===== src/sv/k_combination_mask_generator_assert.svh =====
// Assertion macros shared by the combination mask generator top level.
`ifndef K_COMBINATION_MASK_GENERATOR_ASSERT_SVH
`define K_COMBINATION_MASK_GENERATOR_ASSERT_SVH

// Same-cycle implication, checked out of reset.
`define KCMG_ASSERT_NOW(lbl, ante, cons, msg) \
    lbl: assert property (@(posedge i_clk) disable iff (!i_rst_n) (ante) |-> (cons)) \
        else $error(msg);

// Next-cycle implication, checked out of reset.
`define KCMG_ASSERT_NEXT(lbl, ante, cons, msg) \
    lbl: assert property (@(posedge i_clk) disable iff (!i_rst_n) (ante) |=> (cons)) \
        else $error(msg);

`endif


===== src/sv/kcmg_pkg.sv =====
// Shared types, codes and widths of the combination mask generator.
`default_nettype none
package kcmg_pkg;

    localparam int MASK_W    = 64;
    localparam int IDX_W     = $clog2(MASK_W);
    localparam int CFG_W     = 7;
    localparam int ROM_SIDE  = MASK_W + 1;
    localparam int ROM_DEPTH = ROM_SIDE * ROM_SIDE;
    localparam int ROM_AW    = $clog2(ROM_DEPTH);

    localparam logic [CFG_W-1:0] MAX_BITS = CFG_W'(MASK_W);
    localparam logic [CFG_W-1:0] LAST_ROW = CFG_W'(ROM_SIDE - 1);

    typedef logic [1:0] t_cmd;
    localparam t_cmd CMD_LOAD = 2'd0;
    localparam t_cmd CMD_STEP = 2'd1;
    localparam t_cmd CMD_SEEK = 2'd2;
    localparam t_cmd CMD_NONE = 2'd3;

    typedef logic [1:0] t_status;
    localparam t_status ST_OK     = 2'd0;
    localparam t_status ST_EXH    = 2'd1;
    localparam t_status ST_RANGE  = 2'd2;
    localparam t_status ST_BADCFG = 2'd3;

    typedef logic t_cfg_idx;
    localparam t_cfg_idx CFG_IDX_LEN  = 1'b0;
    localparam t_cfg_idx CFG_IDX_ONES = 1'b1;

    // mask register update select
    typedef logic [2:0] t_mop;
    localparam t_mop MOP_HOLD  = 3'd0;
    localparam t_mop MOP_LOAD  = 3'd1;
    localparam t_mop MOP_STEP  = 3'd2;
    localparam t_mop MOP_ZERO  = 3'd3;
    localparam t_mop MOP_BUILT = 3'd4;

    typedef struct packed {
        logic    fill;
        logic    take;
        logic    rd_range;
        t_mop    mop;
        logic    set_st;
        t_status st;
        logic    walk_init;
        logic    walk_take;
        logic    walk_place;
        logic    out_load;
    } t_dp_cmd;

    typedef struct packed {
        logic fill_done;
        logic cfg_bad;
        logic k_zero;
        t_cmd cmd;
        logic range_bad;
        logic walk_cont;
        logic walk_take;
        logic place_oob;
        logic place_last;
        logic step_ok;
    } t_dp_stat;

endpackage
`default_nettype wire


===== src/sv/kcmg_ctrl.sv =====
// Controller: sequences fill, dispatch, step, seek walk and result hand-off.
`default_nettype none
module kcmg_ctrl (
    input  wire logic                i_clk,
    input  wire logic                i_rst_n,
    input  wire logic                i_in_valid,
    output logic                     o_in_stall,
    output logic                     o_out_valid,
    input  wire logic                i_out_stall,
    input  wire kcmg_pkg::t_dp_stat  i_stat,
    output kcmg_pkg::t_dp_cmd        o_ctl
);
    import kcmg_pkg::*;

    localparam logic [2:0] S_FILL  = 3'd0;
    localparam logic [2:0] S_IDLE  = 3'd1;
    localparam logic [2:0] S_DISP  = 3'd2;
    localparam logic [2:0] S_STEP  = 3'd3;
    localparam logic [2:0] S_RANGE = 3'd4;
    localparam logic [2:0] S_WRD   = 3'd5;
    localparam logic [2:0] S_WCMP  = 3'd6;
    localparam logic [2:0] S_FIN   = 3'd7;

    logic [2:0] r_state;
    logic [2:0] n_state;
    logic       r_out_valid;
    logic       do_place;

    always_comb begin
        n_state  = r_state;
        o_ctl    = '0;
        do_place = 1'b0;
        unique case (r_state)
            S_FILL: begin
                o_ctl.fill = 1'b1;
                if (i_stat.fill_done) begin
                    n_state = S_IDLE;
                end
            end
            S_IDLE: begin
                if (i_in_valid) begin
                    o_ctl.take = 1'b1;
                    n_state    = S_DISP;
                end
            end
            S_DISP: begin
                priority if (i_stat.cmd == CMD_NONE) begin
                    o_ctl.set_st = 1'b1;
                    o_ctl.st     = ST_OK;
                    n_state      = S_FIN;
                end else if (i_stat.cfg_bad) begin
                    o_ctl.set_st = 1'b1;
                    o_ctl.st     = ST_BADCFG;
                    n_state      = S_FIN;
                end else if (i_stat.cmd == CMD_LOAD) begin
                    o_ctl.mop    = MOP_LOAD;
                    o_ctl.set_st = 1'b1;
                    o_ctl.st     = ST_OK;
                    n_state      = S_FIN;
                end else if (i_stat.cmd == CMD_STEP) begin
                    n_state = S_STEP;
                end else if (i_stat.k_zero) begin
                    o_ctl.mop    = MOP_ZERO;
                    o_ctl.set_st = 1'b1;
                    o_ctl.st     = ST_OK;
                    n_state      = S_FIN;
                end else begin
                    // seek: fetch C(N,K) for the range check
                    o_ctl.rd_range = 1'b1;
                    n_state        = S_RANGE;
                end
            end
            S_STEP: begin
                o_ctl.mop    = i_stat.step_ok ? MOP_STEP : MOP_HOLD;
                o_ctl.set_st = 1'b1;
                o_ctl.st     = i_stat.step_ok ? ST_OK : ST_EXH;
                n_state      = S_FIN;
            end
            S_RANGE: begin
                if (i_stat.range_bad) begin
                    o_ctl.set_st = 1'b1;
                    o_ctl.st     = ST_RANGE;
                    n_state      = S_FIN;
                end else begin
                    o_ctl.walk_init = 1'b1;
                    n_state         = S_WRD;
                end
            end
            S_WRD: begin
                if (i_stat.walk_cont) begin
                    n_state = S_WCMP;
                end else begin
                    do_place = 1'b1;
                end
            end
            S_WCMP: begin
                if (i_stat.walk_take) begin
                    o_ctl.walk_take = 1'b1;
                    n_state         = S_WRD;
                end else begin
                    do_place = 1'b1;
                end
            end
            S_FIN: begin
                if (!r_out_valid || !i_out_stall) begin
                    o_ctl.out_load = 1'b1;
                    n_state        = S_IDLE;
                end
            end
        endcase

        // place a one at the current position, or fail if it ran off the end
        if (do_place) begin
            if (i_stat.place_oob) begin
                o_ctl.set_st = 1'b1;
                o_ctl.st     = ST_RANGE;
                n_state      = S_FIN;
            end else begin
                o_ctl.walk_place = 1'b1;
                if (i_stat.place_last) begin
                    o_ctl.mop    = MOP_BUILT;
                    o_ctl.set_st = 1'b1;
                    o_ctl.st     = ST_OK;
                    n_state      = S_FIN;
                end else begin
                    n_state = S_WRD;
                end
            end
        end
    end

    always_ff @(posedge i_clk) begin
        if (!i_rst_n) begin
            r_state     <= S_FILL;
            r_out_valid <= 1'b0;
        end else begin
            r_state <= n_state;
            if (o_ctl.out_load) begin
                r_out_valid <= 1'b1;
            end else if (!i_out_stall) begin
                r_out_valid <= 1'b0;
            end
        end
    end

    assign o_in_stall  = (r_state != S_IDLE);
    assign o_out_valid = r_out_valid;

endmodule
`default_nettype wire


===== config.mk =====
export PLATFORM = sky130hd
export DESIGN_NAME = kcmg_ctrl
export DESIGN_NICKNAME = d
export VERILOG_FILES = /design/src/sv/k_combination_mask_generator_assert.svh /design/src/sv/kcmg_pkg.sv /design/src/sv/kcmg_ctrl.sv
export SDC_FILE = /design/constraint.sdc
export NUM_CORES = 1
export LEC_CHECK = 0
export ABC_AREA = 1
export BUFFER_PORTS_ARGS = -buffer_cell sky130_fd_sc_hd__clkbuf_2
export CAP_MARGIN = 20
export CORE_AREA = 10 10 47 49
export DETAILED_ROUTE_END_ITERATION = 10
export DIE_AREA = 0 0 57 59
export GPL_TIMING_DRIVEN = 0
export PLACE_DENSITY = 0.68
export SKIP_LAST_GASP = 1
export SYNTH_ARGS = -nofsm -noshare
export SYNTH_HDL_FRONTEND = slang
export SYNTH_SLANG_ARGS = --single-unit

===== constraint.sdc =====
create_clock -name i_clk -period 3.6 [get_ports i_clk]
set_input_delay 0.72 -clock i_clk [delete_from_list [all_inputs] [get_ports i_clk]]
set_output_delay 0.72 -clock i_clk [all_outputs]
set_load 0.02 [all_outputs]

==> flow_metrics.env <==
export IMPL_synth_common_cells="23 x nand2_1, 16 x inv_1, 12 x nor2_1"
export IMPL_rrSetupSlack_ns=2.25
export IMPL_cts_sinks=4
export IMPL_syn_inst=87
export IMPL_synth_top_cell_by_area="nand2_1"
export IMPL_vias=601
export IMPL_maxSlewHeadroom_pct=72.7
export IMPL_r2r_start="r_state[1]"
export IMPL_die_y_um=59
export IMPL_syn2layout_area_growth_pct=40.8
export IMPL_crit_path_start="r_state[0]"
export IMPL_status="completed"
export IMPL_synth_warnings=0
export IMPL_antenna_found_initial=0
export IMPL_grt_max_degree=10
export IMPL_ir_worst_vdd_uv=329
export IMPL_fin_crit_ns=2.37
export IMPL_syn_avg_cell_area_um2=5.29
export IMPL_ys_top_cells_by_area="nand2_1 19%, dfxtp_1 17%, inv_1 13%, nor2_1 9.8%, nand3_1 6.5%"
export IMPL_period_share_pct=65.9
export IMPL_cts_buffers=3
export IMPL_finalInstanceArea_um2=648
export IMPL_portBuffers=29
export IMPL_worst_setup_path_type="reg2out"
export IMPL_p_per_area_nw_per_um2=653
export IMPL_r2r_cells=7
export IMPL_setup_slack_ns=1.23
export IMPL_post_place_ws_ns=1.28
export IMPL_hold_class="reg2reg"
export IMPL_rsz0062_at_grt="false"
export IMPL_worstPathMaxFanout=9
export IMPL_yosysMostFrequentCell="nand2_1"
export IMPL_cts_tree="yes"
export IMPL_totalWireLength_um=1360
export IMPL_worstSetupStartpointType="register"
export IMPL_power_leakage_nw=0.400
export IMPL_hold_viol=0
export IMPL_fin_setup_tns_ns=0
export IMPL_holdBufCountCts=0
export IMPL_r2r_end="r_state[1]"
export IMPL_antenna_left=0
export IMPL_min_to="o_out_valid"
export IMPL_start_util_pct=32.9
export IMPL_fp_dieArea_um2=3360
export IMPL_grt_overflow_total=0
export IMPL_synth_top_area_share_pct=18.8
export IMPL_nNetsFinal=136
export IMPL_coreArea_um2=1400
export IMPL_fp_row_count=14
export IMPL_grt_pass1_wl_um=2420
export IMPL_setup_violations=0
export IMPL_globalplace_congestion=0.827
export IMPL_worstPathArrival_ns=1.65
export IMPL_finClkSkew_ns=0.00650
export IMPL_worst_pin_slew_ns=0.408
export IMPL_drtPass1Iterations=4
export IMPL_root_buffer="clkbuf_4"
export IMPL_drv_cap=0
export IMPL_cts_resized=0
export IMPL_drive_gt1_share_pct=33.6
export IMPL_n_antenna_cell=0
export IMPL_drt_initial_drc_count=8
export IMPL_maxSlewViolCount=0
export IMPL_synth_distinct_cells=21
export IMPL_cts_setup_buffers=0
export IMPL_synthArstFlopShare_pct=0
export IMPL_place_hpwl_um=1210
export IMPL_hp_start="o_out_valid"
export IMPL_synthFlopType="dfxtp_1"
export IMPL_netlist_area_um2=460
export IMPL_timing_fmax_mhz=421
export IMPL_synth_edf_count=0
export IMPL_die_x_um=57
export IMPL_drc=0
export IMPL_critPathCaptureType="output port"
export IMPL_vias_per_cell=4.45
export IMPL_grtUsageTotal_pct=8.52
export IMPL_placed_area_um2=626
export IMPL_synth_nets=102
export IMPL_wire_per_inst_um=10.1
export IMPL_ys_seq_elements=4
export IMPL_clock_path_buffers=2
export IMPL_grt_pass1_vias=584
export IMPL_ys_seq_area_share_pct=17.4
export IMPL_cts_max_level=1
export IMPL_pin_count=30
export IMPL_required_ns=2.88
export IMPL_clk_latency_ns=0.23
export IMPL_clk_pin_slew_ns=0.04
export IMPL_hold_depth=2
## layout by cell type, fill, tap and decap left out, types with 2 or more instances in the layout
cell type / n
a21oi_1: 4
clkbuf_2: 29
clkbuf_4: 3
dfxtp_1: 4
inv_1: 16
inv_2: 2
nand2_1: 23
nand3_1: 6
nand4_1: 3
nor2_1: 12
nor4_1: 2
o21ai_0: 4
## area by class of cell
cell class / instances / area, um^2
Fill cell: 156 / 753
Inverter: 18 / 67.6
Multi-Input combinational cell: 62 / 289
Buffer: 3 / 23.8
Timing Repair Buffer: 29 / 145
Tap cell: 16 / 20.0
Clock buffer: 3 / 22.5
Sequential cell: 4 / 80.1
## power breakdown
part	switching [mW]	internal (mW)
logic	0.195	0.101
clock network	0.0174	0.0372
registers	0.0119	0.0599
## metal layers
metal / wire length, um / GRT usage [%]
met1: 594 / 9.51
met2: 623 / 13.5
met3: 147 / 5.79
met4: 0 / 1.01
met5: 0 / 0
## per-stage QoR
step	hold slack [ns]	util, %	instances	total power, mW
finish	0.479	46.3	135	0.423
global route	0.521	46.3	135	0.469
CTS	0.484	46.3	135	0.429
detailed placement	0.478	44.6	132	0.372
global placement	0.467	44.6	132	0.369
floorplan	0.554	-	87	0.290
## worst max-delay path: stages, from the launching register on
cell and delay (ns):
dfxtp_1 0.30, buf_4 0.16, inv_2 0.05, nor2_2 0.18
nand2_1 0.10, and2_1 0.17, buf_6 0.12, o211ai_1 0.14
clkbuf_2 0.20
## flip-flops by register name, indices dropped and copies added (netlist names)
signal,flops
o_out_valid,1
r_state,3
## logic make-up (layout without fill, tap and decap cells)
family / count (synthesis) / after routing / synth area share [%]
flops: 4 / 4 / 17.4
compound gates: 11 / 11 / 13.3
simple gates: 51 / 51 / 49.5
buf+inv: 21 / 53 / 19.8
## how the worst max path moves through the flow
stage / to / slack (ns) / cells after the start
floorplan: o_ctl[5] / 1.36 / 5
CTS: o_ctl[5] / 1.22 / 8
finish: o_ctl[5] / 1.23 / 8
detailed placement: o_ctl[5] / 1.28 / 7
global route: o_ctl[5] / 1.16 / 8
global placement: o_ctl[5] / 1.28 / 7
Note: power is estimated with default switching activity, not from simulation.
